## src/hdl/hdt_pkg.sv

```systemverilog
// Shared types and constants for the data channel hop tracker.
`timescale 1ns / 1ps
`default_nettype none
package hdt_pkg;

  localparam int unsigned TIME_BITS_DEF = 32;
  localparam int unsigned IVL_BITS      = 22;
  localparam int unsigned GUARD_BITS    = 16;
  localparam int unsigned US_PER_UNIT   = 1250;
  localparam int unsigned NUM_DATA_CH   = 37;

  localparam logic [GUARD_BITS-1:0] HOP_GUARD_RST  = 16'd7000;
  localparam logic [GUARD_BITS-1:0] SKIP_GUARD_RST = 16'd4000;
  localparam logic [IVL_BITS-1:0]   INTERVAL_MAX   = {IVL_BITS{1'b1}};
  localparam logic [36:0]           FULL_MAP       = {37{1'b1}};

  // tracking modes
  localparam logic [1:0] MODE_IDLE       = 2'd0;
  localparam logic [1:0] MODE_WAIT_FIRST = 2'd1;
  localparam logic [1:0] MODE_TIMED_HOP  = 2'd2;
  localparam logic [1:0] MODE_WAIT_HOP   = 2'd3;

  // configuration register indexes
  localparam logic CFG_HOP_GUARD  = 1'b0;
  localparam logic CFG_SKIP_GUARD = 1'b1;

  typedef struct packed {
    logic        crc_ok;
    logic        link_request;
    logic [4:0]  hop_increment;
    logic [11:0] conn_interval;
    logic [36:0] channel_map;
    logic [31:0] link_access_addr;
    logic [23:0] link_crc_init;
    logic [31:0] now_us;
  } hdt_in_t;

  typedef struct packed {
    logic [5:0]  channel;
    logic        retune;
    logic        load_link;
    logic [31:0] access_addr_out;
    logic [23:0] crc_init_out;
    logic        hop_refused;
    logic [1:0]  track_state;
  } hdt_out_t;

endpackage
`default_nettype wire

```

## src/hdl/hdt_core.sv

```systemverilog
// Tracker state registers and the single-step next-state and result logic.
`timescale 1ns / 1ps
`default_nettype none
module hdt_core #(
  parameter int unsigned TimeBits = hdt_pkg::TIME_BITS_DEF
) (
  input  wire logic                                clk_i,
  input  wire logic                                rst_ni,
  input  wire logic                                step_i,
  input  wire hdt_pkg::hdt_in_t                    item_i,
  input  wire logic [hdt_pkg::GUARD_BITS-1:0]      hop_guard_i,
  input  wire logic [hdt_pkg::GUARD_BITS-1:0]      skip_guard_i,
  output hdt_pkg::hdt_out_t                        res_o
);

  localparam int unsigned IvlW = hdt_pkg::IVL_BITS;

  function automatic logic [5:0] next_ch(input logic [5:0] ch, input logic [4:0] hop);
    logic [6:0] sum;
    sum = {1'b0, ch} + {2'b00, hop};
    if (sum >= 7'(hdt_pkg::NUM_DATA_CH)) begin
      sum = sum - 7'(hdt_pkg::NUM_DATA_CH);
    end
    return sum[5:0];
  endfunction

  // reverse bit order inside each byte
  function automatic logic [23:0] rev_bytes(input logic [23:0] v);
    logic [23:0] r;
    for (int b = 0; b < 3; b++) begin
      for (int i = 0; i < 8; i++) begin
        r[b*8 + 7 - i] = v[b*8 + i];
      end
    end
    return r;
  endfunction

  logic [1:0]          mode_q, mode_d;
  logic [5:0]          ch_q, ch_d;
  logic [4:0]          hop_q, hop_d;
  logic [IvlW-1:0]     ivl_q, ivl_d;
  logic [TimeBits-1:0] mark_q, mark_d;
  logic [31:0]         aa_q, aa_d;
  logic [23:0]         crc_q, crc_d;

  logic [63:0]           now_wide;
  logic [TimeBits-1:0]   now_t;
  logic [TimeBits-1:0]   mark_eff;
  logic [TimeBits-1:0]   elapsed;
  logic [63:0]           elapsed_w;
  logic [hdt_pkg::GUARD_BITS-1:0] guard_sel;
  logic [IvlW-1:0]       guard_w;
  logic                  time_up;
  logic [IvlW:0]         ivl_prod;
  logic                  retune, load, refused;

  assign now_wide  = 64'(item_i.now_us);
  assign now_t     = now_wide[TimeBits-1:0];
  assign mark_eff  = (mode_q == hdt_pkg::MODE_WAIT_HOP && item_i.crc_ok) ? now_t : mark_q;
  assign elapsed   = now_t - mark_eff;
  assign elapsed_w = 64'(elapsed);
  assign guard_sel = (mode_q == hdt_pkg::MODE_TIMED_HOP) ? hop_guard_i : skip_guard_i;
  assign guard_w   = IvlW'(guard_sel);
  assign ivl_prod  = (IvlW+1)'(item_i.conn_interval) * (IvlW+1)'(hdt_pkg::US_PER_UNIT);

  always_comb begin
    if (guard_w >= ivl_q) begin
      time_up = (guard_w > ivl_q) || (elapsed != '0);
    end else begin
      time_up = elapsed_w > 64'(ivl_q - guard_w);
    end
  end

  always_comb begin
    mode_d  = mode_q;
    ch_d    = ch_q;
    hop_d   = hop_q;
    ivl_d   = ivl_q;
    mark_d  = mark_q;
    aa_d    = aa_q;
    crc_d   = crc_q;
    retune  = 1'b0;
    load    = 1'b0;
    refused = 1'b0;
    case (mode_q)
      hdt_pkg::MODE_IDLE: begin
        if (item_i.crc_ok && item_i.link_request) begin
          if (item_i.channel_map != hdt_pkg::FULL_MAP) begin
            refused = 1'b1;
          end else begin
            hop_d  = item_i.hop_increment;
            ivl_d  = ivl_prod[IvlW] ? hdt_pkg::INTERVAL_MAX : ivl_prod[IvlW-1:0];
            ch_d   = next_ch(ch_q, item_i.hop_increment);
            retune = 1'b1;
            aa_d   = item_i.link_access_addr;
            crc_d  = rev_bytes(item_i.link_crc_init);
            load   = 1'b1;
            mode_d = hdt_pkg::MODE_WAIT_FIRST;
          end
        end
      end
      hdt_pkg::MODE_WAIT_FIRST: begin
        if (item_i.crc_ok) begin
          mark_d = now_t;
          mode_d = hdt_pkg::MODE_TIMED_HOP;
        end
      end
      hdt_pkg::MODE_TIMED_HOP: begin
        if (time_up) begin
          mark_d = now_t;
          ch_d   = next_ch(ch_q, hop_q);
          retune = 1'b1;
          mode_d = hdt_pkg::MODE_WAIT_HOP;
        end
      end
      default: begin
        // a packet re-marks first; the skip check then runs against that mark
        if (item_i.crc_ok) begin
          mark_d = now_t;
          mode_d = hdt_pkg::MODE_TIMED_HOP;
        end
        if (time_up) begin
          mark_d = now_t;
          ch_d   = next_ch(ch_q, hop_q);
          retune = 1'b1;
        end
      end
    endcase
  end

  always_ff @(posedge clk_i or negedge rst_ni) begin
    if (!rst_ni) begin
      mode_q <= hdt_pkg::MODE_IDLE;
      ch_q   <= '0;
      hop_q  <= '0;
      ivl_q  <= '0;
      mark_q <= '0;
      aa_q   <= '0;
      crc_q  <= '0;
    end else if (step_i) begin
      mode_q <= mode_d;
      ch_q   <= ch_d;
      hop_q  <= hop_d;
      ivl_q  <= ivl_d;
      mark_q <= mark_d;
      aa_q   <= aa_d;
      crc_q  <= crc_d;
    end
  end

  always_comb begin
    res_o.channel         = ch_d;
    res_o.retune          = retune;
    res_o.load_link       = load;
    res_o.access_addr_out = aa_d;
    res_o.crc_init_out    = crc_d;
    res_o.hop_refused     = refused;
    res_o.track_state     = mode_d;
  end

endmodule
`default_nettype wire

```

## src/hdl/ble_data_channel_hop_tracker.sv

```systemverilog
// Top level of the data channel hop tracker: request registers, guard registers, result register.
//
// Usage:
//   in_*  : one request per controller step (packet flag, link setup fields, timestamp).
//   out_* : exactly one result per request, in order.
//   cfg_* : guard registers, index 0 hop guard, index 1 skip guard; write only while idle.
// Path: a request waits in the request register; its result is then registered for out_valid_o.
// Throughput: one request per cycle unless out_stall_i holds a result; the state step is a
//   single pass of compare, add and one-step mod 37 logic between the request and result registers.
// Stall: while out_stall_i holds a result, one more request is taken into the
//   request register; in_stall_o rises only when both registers are full.
// Reset: rst_ni clears the tracking state, link registers and valid flags and sets the
//   guards to 7000 us and 4000 us; no clearing pass is needed.
`timescale 1ns / 1ps
`default_nettype none
module ble_data_channel_hop_tracker #(
  parameter int unsigned TimeBits = hdt_pkg::TIME_BITS_DEF
) (
  input  wire logic                           clk_i,
  input  wire logic                           rst_ni,
  input  wire logic                           in_valid_i,
  output logic                                in_stall_o,
  input  wire hdt_pkg::hdt_in_t               in_data_i,
  output logic                                out_valid_o,
  input  wire logic                           out_stall_i,
  output hdt_pkg::hdt_out_t                   out_data_o,
  input  wire logic                           cfg_we_i,
  input  wire logic                           cfg_idx_i,
  input  wire logic [hdt_pkg::GUARD_BITS-1:0] cfg_data_i
);

  logic             req_valid_q, req_valid_d;
  hdt_pkg::hdt_in_t req_q;
  logic             out_valid_q, out_valid_d;
  hdt_pkg::hdt_out_t out_q;
  hdt_pkg::hdt_out_t res;
  logic [hdt_pkg::GUARD_BITS-1:0] hop_guard_q, skip_guard_q;
  logic             advance, in_fire, step;

  assign advance     = !out_valid_q || !out_stall_i;
  assign in_stall_o  = req_valid_q && !advance;
  assign in_fire     = in_valid_i && !in_stall_o;
  assign step        = req_valid_q && advance;
  assign req_valid_d = in_fire || (req_valid_q && !advance);
  assign out_valid_d = step || (out_valid_q && out_stall_i);

  always_ff @(posedge clk_i or negedge rst_ni) begin
    if (!rst_ni) begin
      req_valid_q <= 1'b0;
      out_valid_q <= 1'b0;
    end else begin
      req_valid_q <= req_valid_d;
      out_valid_q <= out_valid_d;
    end
  end

  always_ff @(posedge clk_i) begin
    if (in_fire) begin
      req_q <= in_data_i;
    end
    if (step) begin
      out_q <= res;
    end
  end

  always_ff @(posedge clk_i or negedge rst_ni) begin
    if (!rst_ni) begin
      hop_guard_q  <= hdt_pkg::HOP_GUARD_RST;
      skip_guard_q <= hdt_pkg::SKIP_GUARD_RST;
    end else if (cfg_we_i) begin
      case (cfg_idx_i)
        hdt_pkg::CFG_HOP_GUARD:  hop_guard_q  <= cfg_data_i;
        hdt_pkg::CFG_SKIP_GUARD: skip_guard_q <= cfg_data_i;
        default: ;
      endcase
    end
  end

  hdt_core #(
    .TimeBits(TimeBits)
  ) u_core (
    .clk_i       (clk_i),
    .rst_ni      (rst_ni),
    .step_i      (step),
    .item_i      (req_q),
    .hop_guard_i (hop_guard_q),
    .skip_guard_i(skip_guard_q),
    .res_o       (res)
  );

  assign out_valid_o = out_valid_q;
  assign out_data_o  = out_q;

endmodule
`default_nettype wire

```

## config.mk

```make
export PLATFORM = sky130hd
export DESIGN_NAME = ble_data_channel_hop_tracker
export DESIGN_NICKNAME = d
export VERILOG_FILES = /design/src/hdl/hdt_pkg.sv /design/src/hdl/hdt_core.sv /design/src/hdl/ble_data_channel_hop_tracker.sv
export SDC_FILE = /design/constraint.sdc
export NUM_CORES = 1
export LEC_CHECK = 0
export BUFFER_PORTS_ARGS = -buffer_cell sky130_fd_sc_hd__buf_2
export CORE_UTILIZATION = 36
export CTS_CLUSTER_SIZE = 25
export DETAILED_ROUTE_END_ITERATION = 7
export GPL_TIMING_DRIVEN = 1
export REMOVE_ABC_BUFFERS = 1
export SYNTH_ARGS = -nofsm -noshare
export SYNTH_HDL_FRONTEND = slang
export SYNTH_SLANG_ARGS = --single-unit
```

## constraint.sdc

```tcl
create_clock -name clk_i -period 6 [get_ports clk_i]
set_clock_uncertainty 0.1 [all_clocks]
set_input_delay 0.9 -clock clk_i [delete_from_list [all_inputs] [get_ports clk_i]]
set_output_delay 0.9 -clock clk_i [all_outputs]
set_load 0.02 [all_outputs]
```

# Word level (Yosys, flattened, before mapping)

Cells that the tools add are included.
Widths: inputs -> output; s select.

Register bits: 368
Input bits: 166
Output and inout bits: 69
Word-level logic and storage cells: 97

Add/sub/neg operators: 6
Multipliers: 1
$lt $le $gt $ge: 5
Eq/ne operators: 5
Muxes and demuxes: 30
Bitwise operators: 3
Reduce and logical (&&, ||, !) cells: 21

Operators by type and width:

| kind                   | number |
|---|---|
| $mux 32                | 7 |
| $pmux 32 s3            | 1 |
| $mux 24                | 3 |
| $gt 32x64->1           | 1 |
| $ne 37x37->1 const B   | 1 |
| $reduce_bool 32->1     | 1 |
| $sub 32x32->32         | 1 |
| $mux 6                 | 5 |
| $sub 22x16->23         | 1 |
| $ge 16x22->1           | 1 |
| $gt 16x22->1           | 1 |
| $mul 12x10->22 const B | 1 |
| $mux 22                | 1 |
| $mux 16                | 1 |
| $add 6x5->7            | 2 |
| $ge 7x6->1 const B     | 2 |
| $pmux 6 s2             | 1 |
| $sub 6x6->6 const B    | 2 |
| $mux 2                 | 4 |
| $logic_and 1x1->1      | 6 |
| $reduce_and 2->1       | 3 |
| $mux 1                 | 5 |
| $eq 2x2->1 const B     | 2 |
| $logic_not 1->1        | 4 |
| 9 further kinds        | 14 |

# Logic depth before layout (Yosys ltp)

Gate-level depths: netlist of run 1.

Depth in word-level cells: 9
Mapped depth: 29
Mapped depth without buffers: 27

# Hierarchy

A second synthesis of run 1 with hierarchy kept.

Cells, all modules: 2054
Area total of the unflattened synthesis: 21087.7 um2

By module, submodules not included:

| module                       | instances | cells an instance | area each (um2) | sequential area each (um2) |
|---|---|---|---|---|
| hdt_core                     | 1         | 1766              | 13399.1         | 3078.0 |
| ble_data_channel_hop_tracker | 1         | 288               | 7688.6          | 7203.2 |

# Worst setup path after synthesis of run 1

No wires, ideal clock.

Path type: register -> register
Start point: register u_core.mode_q[0]
End point: register u_core.mark_q[10]
Setup time: 65 ps
Arrival: 6104 ps
Data required time: 5835 ps
Slack: -269 ps
Cell stages (with the launch flop): 29
Path buffers: 3
Clock period less this slack: 6269 ps
Cells stage by stage: dfrtp_1 > inv_1 > ha_1 > buf_1 > clkbuf_1 > mux2i_1 > ha_1 > and3_1 > a211oi_1 > o21ai_0 > and3_1 > a311o_1 > o21ai_0 > nand2b_1 > nor3_1 > xnor2_1 > ha_1 > nor2b_1 > o21ai_0 > a21oi_1 > o31a_1 > o21a_1 > a2111oi_0 > or3b_2 > nand3_1 > nand2_8 > a2111oi_4 > buf_6 > a22o_1

Cells in the longest elaborated chain, start to end: 9
Elaborated cells on any way between the ends: 20
Those cells by class: 2 x add/sub; 3 x order compare; 4 x eq/ne; 5 x mux; 1 x bitwise; 5 x reduce/logical

RTL lines:

| element                                              | RTL line        | RTL |
|---|---|---|
| start, declared                                      | hdt_core.sv:38  | `logic [1:0] mode_q, mode_d;` |
| start signal, assigned                               | hdt_core.sv:133 | `mode_q <= hdt_pkg::MODE_IDLE;` |
| start signal, assigned                               | hdt_core.sv:141 | `mode_q <= mode_d;` |
| branches (longest 9 deep; another with $gt 32x64->1) | n/a             |  |
| end signal, assigned                                 | hdt_core.sv:145 | `mark_q <= mark_d;` |
| end, declared                                        | hdt_core.sv:42  | `logic [TimeBits-1:0] mark_q, mark_d;` |

Parallel ways; which one is timed is not known.
A chain may end at the register's enable or synchronous reset.

# Worst setup path in the final report of run 1

Start point: register u_core.mode_q[1]
End point: register u_core.mark_q[19]

Same word-level chain as after synthesis.

==> flow_summary.yaml, run 1 <==
run_status:
  status: "completed"
power_and_ir_drop:
  power_leakage_nw: 11.2
  intPower_mw: 6.33
  seqPwrFrac_pct: 31.5
  powerDensity_nw_per_um2: 409
  switching_power_mw: 3.63
  p_comb_share_pct: 42.3
  ir_worst_vdd_mv: 0.236
  swShare_pct: 36.5
  p_total_mw: 9.95
  clkPwrFrac_pct: 26.2
timing:
  min_period_ns: 5.83
  finalSetupViolCount: 0
  rsz0062_at_grt: "yes"
  whs_ns: 0.199
  tightestPinTransition_ns: 1.08
  slew_viol_final: 0
  period_share_pct: 97.2
  fmax_ghz: 0.171
  hold_viol_final: 0
  max_slew_margin_pct: 27.4
  worst_slack_ns: 0.168
floorplan:
  core_um2: 55200
  die_w_um: 239
  dieArea_um2: 56900
  ios: 235
  die_h_um: 239
  rows: 86
  start_util_pct: 36.5
worst_setup_path:
  critPathLaunch: "u_core.mode_q[1]"
  crit_top_cell: "a21oi_1"
  critical_path_arrival_ns: 6.19
  critPathTopFamily: "compound AO/OA/AOI/OAI gates"
  critical_path.slowest_cell: "dfrtp_1"
  r2r_start: "u_core.mode_q[1]"
  cp_num_buf_inv: 3
  crit_path_start_kind: "flip-flop"
  worstSetupEndpointType: "flip-flop"
  cp_data_required_time_ns: 6.36
  path_max_fanout: 16
  crit_type: "reg -> reg"
  critPathMaxStageDelay_ns: 0.43
clocking:
  numCtsBuffers: 43
  tritoncts: "built"
  clock_path_buffers: 3
  clkSinkCount: 368
  clkSlewWorstSetupHoldPaths_ns: 0.06
  cts_hold_buf: 0
  cts_htree_levels: 2
  clock_latency_ns: 0.58
  cts-root-buf: "clkbuf_16"
route:
  wl_per_cell_um: 17.7
  first_iter_violations: 762
  routed_wl_mm: 49.9
  first_pass_iters: 5
  vias: 14300
  ant_nets: 0
  route.detailed.drc: 0
  viasPerCell: 5.07
global_routing:
  grt_overflow: 0
  grt_max_degree: 74
  grt_use_total_pct: 17.3
  antenna_found_initial: 14
  grt_pass1_vias: 14300
  grt_pass1_wl_mm: 77.2
finish:
  final_cell_mix: "233 x buf_2, 223 x nand2_1, 211 x edfxtp_1"
  syn_to_final_growth_pct: 20.7
  nFillCells: 5146
  final_core_util_pct: 44.1
  drive_above_1_share_pct: 26.4
  regArea_um2: 10300
  stdcell_count: 2822
  nNetsFinal: 2385
  layout_commonest_cell: "buf_2"
  multi_input_area_um2: 9420
synth:
  async_flop_share_pct: 42.7
  synth_area_per_cell_um2: 11.6
  synth_edf_count: 211
  synth_area_um2: 20200
  yosysTopAreaCell: "edfxtp_1"
  ys_seq_area_share_pct: 51.0
  netlist_instances: 1744
  ys_top_cells_by_area: "edfxtp_1 31%, dfrtp_1 18%, ha_1 9.6%, mux2_2 5.5%, nand2_1 4.2%"
  ys.flop_type: "edfxtp_1"
  postSynthRegisterBits: 368
  synthDistinctLibCells: 81
  synth_top_area_share_pct: 31.4
  ys_warn_count: 0
place:
  dp_cells: 2714
  portBuffers: 234
  dp_hpwl_mm: 35.2
  globalplace.congestion: 0.887
  post-place-ws_ns: -0.0822
worst_hold_path:
  hold_path_class: "in -> async"
flow_run:
  cap_violations: 0
## state kept, by name (all words and copies together) (netlist names), 2 cells and up
| register | flops |
|---|---|
| u_core.aa_q | 32 |
| u_core.crc_q | 24 |
| u_core.mode_q | 2 |
| skip_guard_q | 16 |
| req_q | 144 |
| out_data_o | 67 |
| hop_guard_q | 16 |
| u_core.mark_q | 32 |
| u_core.ch_q | 6 |
| u_core.hop_q | 5 |
| u_core.ivl_q | 22 |
## Yosys cell counts, drive strengths merged, types with 4 or more instances
| cell type | n |
|---|---|
| o21a | 21 |
| buf | 13 |
| and2 | 8 |
| nand3 | 21 |
| inv | 96 |
| and3 | 11 |
| mux2 | 98 |
| nor4 | 9 |
| a21oi | 81 |
| a211oi | 11 |
| nand2b | 17 |
| clkbuf | 50 |
| fa | 27 |
| xnor2 | 39 |
| or2 | 6 |
| o2111ai | 5 |
| a2111oi | 5 |
| o211a | 4 |
| nand2 | 226 |
| o211ai | 8 |
| a21o | 31 |
| xor2 | 27 |
| o21bai | 11 |
| o21ai | 53 |
| or3 | 11 |
| a22oi | 4 |
| o22ai | 6 |
| a22o | 34 |
| dfrtp | 144 |
| nor2 | 108 |
| nor3 | 21 |
| mux2i | 52 |
| nor2b | 16 |
| dfstp | 13 |
| o31ai | 5 |
| nand4 | 20 |
| a31oi | 13 |
| edfxtp | 211 |
| ha | 155 |
## path summary, 6_finish.rpt
path                                     end  slack [ns]  depth (start not counted)
hold reg to reg              u_core.crc_q[3]        0.40                          1
max in group asynchronous   skip_guard_q[15]        4.38                          2
hold / removal               u_core.aa_q[10]        0.20                          1
setup reg to reg           u_core.mark_q[19]        0.17                         27
setup / recovery           u_core.mark_q[19]        0.17                         27
min in group clk_i                req_q[137]        0.39                          1
## area by class of cell
type | instances | area share (%)
clock inverters | 24 | 1.06
repair buffers | 311 | 7.72
well taps | 748 | 3.85
diodes | 2 | 0.0206
flip-flops and latches | 368 | 42.3
multi-input cells | 1216 | 38.7
clock buffers | 56 | 4.83
inverters | 97 | 1.50
## power by group through the flow
stage / sequential, mW / clock (mW) / combinational [mW]
after floorplan: 3.18 / 0 / 2.82
after global placement: 3.17 / 0 / 3.93
after detailed placement: 3.17 / 0 / 4.01
after CTS: 3.13 / 2.70 / 4.05
after global routing: 3.16 / 2.78 / 4.73
final: 3.13 / 2.61 / 4.21
## worst register-to-register path: cells and delay by family (launching register included)
family / cells / cell delay [ns]
flops: 1 / 0.43
buf+inv: 3 / 0.57
xor+xnor: 1 / 0.17
fa+ha+maj: 3 / 0.81
simple gates: 5 / 0.95
compound gates: 14 / 2.49
mux: 1 / 0.21
## layer usage
metal | up-vias | track usage, % | routed length [µm]
met5 | - | 0 | 122
met4 | 20 | 5.38 | 1250
met3 | 102 | 4.11 | 2770
met2 | 313 | 27.5 | 23000
met1 | 6961 | 23.1 | 22700
li1 | 6921 | - | -
## cell families after synthesis
group	after synthesis	share of synthesized area, %
AND/OR/NAND/NOR	492	11.3
XOR/XNOR	66	2.87
buffers and inverters	160	3.25
multiplexers	150	8.06
adder cells (fa/ha/maj)	182	12.3
flip-flops	368	51.0
AO/OA/AOI/OAI	326	11.2
## metrics by stage
stage / setup TNS (ns) / area, µm²
after floorplan: -101.68 / 19900
after global placement: 0 / 22400
after detailed placement: -2.44 / 22400
after CTS: 0 / 23900
after global routing: -2.59 / 24300
final: 0 / 24300
## repair_timing
action,4_1_cts,5_1_grt
resized for setup,5,47
setup buffers,1,22
cloned,0,3
pin swaps,1,16
endpoints found under the setup margin,38,47
hold endpoints to repair,0,0
No activity file was read; power rests on OpenSTA's default activity.
==> run 2, diff against run 1 <==
--- a/config.mk
+++ b/config.mk
@@ -5,10 +5,11 @@
 export SDC_FILE = /design/constraint.sdc
 export NUM_CORES = 1
 export LEC_CHECK = 0
-export BUFFER_PORTS_ARGS = -buffer_cell sky130_fd_sc_hd__buf_2
+export ABC_AREA = 1
 export CORE_UTILIZATION = 36
 export CTS_CLUSTER_SIZE = 25
 export DETAILED_ROUTE_END_ITERATION = 7
+export DONT_BUFFER_PORTS = 1
 export GPL_TIMING_DRIVEN = 1
 export REMOVE_ABC_BUFFERS = 1
 export SYNTH_ARGS = -nofsm -noshare
==> run 2 against run 1 <==
Effect of this change:
- power increased by 16%
- sequential power increased by 5%
- design area increased by 0.42%
- register-to-register slack improved by 0.24 ns
- largest cell class unchanged
==> flow_summary.yaml, run 2 <==
finish:
  syn_to_final_growth_pct: 10.5
  multi_input_area_um2: 9840
  stdcell_count: 3450
  largest_reg_flops: 144
  regArea_um2: 10300
  nNetsFinal: 2980
  final_cell_mix: "711 x nand2_1, 431 x inv_1, 211 x edfxtp_1"
  layout_commonest_cell: "nand2_1"
  nFillCells: 5906
  antennaDiodeCount: 0
  top_register: "req_q"
  drive_above_1_share_pct: 4.54
synth:
  ys.flop_type: "edfxtp_1"
  ys_seq_area_share_pct: 46.5
  synth_top_area_share_pct: 28.7
  synth_common_cells: "711 x nand2_1, 435 x inv_1, 211 x edfxtp_1, 192 x o21ai_0, 164 x nor2_1"
  synth_area_um2: 22100
  ys_warn_count: 0
  netlist_instances: 2652
  synth_area_per_cell_um2: 8.33
  async_flop_share_pct: 42.7
  synth.most_common_cell: "nand2_1"
  synthDistinctLibCells: 48
  postSynthRegisterBits: 368
  yosysTopAreaCell: "edfxtp_1"
  ys_top_cells_by_area: "edfxtp_1 29%, dfrtp_1 16%, nand2_1 12%, ha_1 8.8%, inv_1 7.4%"
  synth_edf_count: 211
place:
  portBuffers: 0
  dp_hpwl_mm: 40.4
  globalplace.congestion: 0.909
  dp_cells: 3367
  post-place-ws_ns: 0.178
route:
  routed_wl_mm: 57.4
  first_iter_violations: 1183
  wl_per_cell_um: 16.7
  viasPerCell: 4.99
  ant_nets: 0
  first_pass_iters: 5
  route.detailed.drc: 0
  vias: 17200
worst_setup_path:
  critical_path_arrival_ns: 6.03
  critPathMaxStageDelay_ns: 0.43
  timing.rr.end: "u_core.mark_q[22]"
  crit_top_cell: "nand2_1"
  path_max_fanout: 32
  crit_path_start_kind: "flip-flop"
  worstSetupEndpointType: "flip-flop"
  r2r_slack_ns: 0.41
  ff2ff_path_depth: 27
  critical_path.slowest_cell: "dfrtp_1"
  r2r_start: "u_core.mode_q[0]"
  crit_type: "reg -> reg"
  cp_data_required_time_ns: 6.44
floorplan:
  die_w_um: 250
  ios: 235
  dieArea_um2: 62400
  die_h_um: 250
  start_util_pct: 36.5
  core_um2: 60500
  rows: 90
clocking:
  tritoncts: "built"
  clkSlewWorstSetupHoldPaths_ns: 0.06
  clkSinkCount: 368
  clock_latency_ns: 0.61
  cts-root-buf: "clkbuf_16"
  numCtsBuffers: 44
  clock_path_buffers: 3
  cts_htree_levels: 2
timing:
  hold_viol_final: 0
  min_period_ns: 5.59
  worst_slack_ns: 0.412
  fmax_ghz: 0.179
  period_share_pct: 93.1
  rsz0062_at_grt: "yes"
  slew_viol_final: 0
  whs_ns: 0.0354
  finalSetupViolCount: 0
  tns_ns: 0
  max_slew_margin_pct: 14.3
  tightestPinTransition_ns: 1.28
global_routing:
  use_met2_pct: 30.6
  grt_overflow: 0
  top_usage_layer: "met2"
  grt_use_total_pct: 18.5
  grt_max_degree: 145
  gr-usage-met1_pct: 23.1
  grt_use_met3_pct: 5.08
  grt_pass1_wl_mm: 92.1
  antenna_found_initial: 8
  grt_pass1_vias: 17100
power_and_ir_drop:
  powerDensity_nw_per_um2: 474
  power_leakage_nw: 12.2
  ir_worst_vdd_mv: 0.456
worst_hold_path:
  hold_path_class: "in -> async"
run_status:
  status: "completed"
flow_run:
  cap_violations: 0
[run 2: area by class of cell]
class	instances	area share [%]
inverter	437	6.76
clock buffer	59	4.99
timing repair buffer	19	0.758
clock inverter	23	1.12
multi-input combinational	1762	40.3
sequential	368	42.1
tap	782	4.01
[run 2: routing by layer]
metal | routed length, µm | vias up
met5 | 99 | -
met4 | 1700 | 16
met3 | 3980 | 125
met2 | 26900 | 497
met1 | 24800 | 7996
li1 | - | 8567
[run 2: worst max-delay path by stage]
stage                     startpoint                end  depth (start not counted)  slack (ns)
global route        u_core.mode_q[0]     u_core.ch_q[4]                         27       -0.07
CTS                 u_core.mode_q[0]     u_core.ch_q[2]                         27        0.17
floorplan           u_core.mode_q[0]   u_core.mark_q[0]                         27       -1.03
detailed placement  u_core.mode_q[0]     u_core.ch_q[2]                         27        0.18
finish              u_core.mode_q[0]  u_core.mark_q[22]                         27        0.41
global placement    u_core.mode_q[0]     u_core.ch_q[1]                         27        0.39
[run 2: cell families after synthesis]
group	Yosys count	synth area share, %
AND/OR/NAND/NOR	1099	20.3
buffers and inverters	522	9.06
AO/OA/AOI/OAI	414	10.2
flip-flops	368	46.5
adder cells (fa/ha/maj)	182	11.2
XOR/XNOR	53	2.10
multiplexers	14	0.634
[run 2: timing repair]
action / CTS / global route
endpoints found under the setup margin: 0 / 47
hold endpoints to repair: 144 / 0
setup buffers: 0 / 0
hold buffers: 1 / 0
resized for setup: 0 / 8
[run 2: power breakdown]
part / internal [mW] / switching [mW] / leakage, nW
Clock: 1.58 / 1.14 / 0.704
Sequential: 3.02 / 0.285 / 4.07
Combinational: 1.88 / 3.68 / 7.38
Total: 6.48 / 5.10 / 12.2
[run 2: critical path, delay by kind of cell, from the launching register on]
kind	cells	cell delay [ns]
AND/OR/NAND/NOR	14	1.84
flip-flops	1	0.43
adder cells (fa/ha/maj)	4	1.16
AO/OA/AOI/OAI	5	1.13
XOR/XNOR	1	0.07
buffers and inverters	3	0.75
[run 2: through the flow]
step | cell area (µm²) | power [mW] | util, %
after floorplan | 21700 | 7.26 | -
after global placement | 22900 | 8.69 | 37.8
after detailed placement | 22900 | 8.81 | 37.8
after CTS | 24400 | 11.6 | 40.3
after global routing | 24400 | 12.6 | 40.4
final | 24400 | 11.6 | 40.4
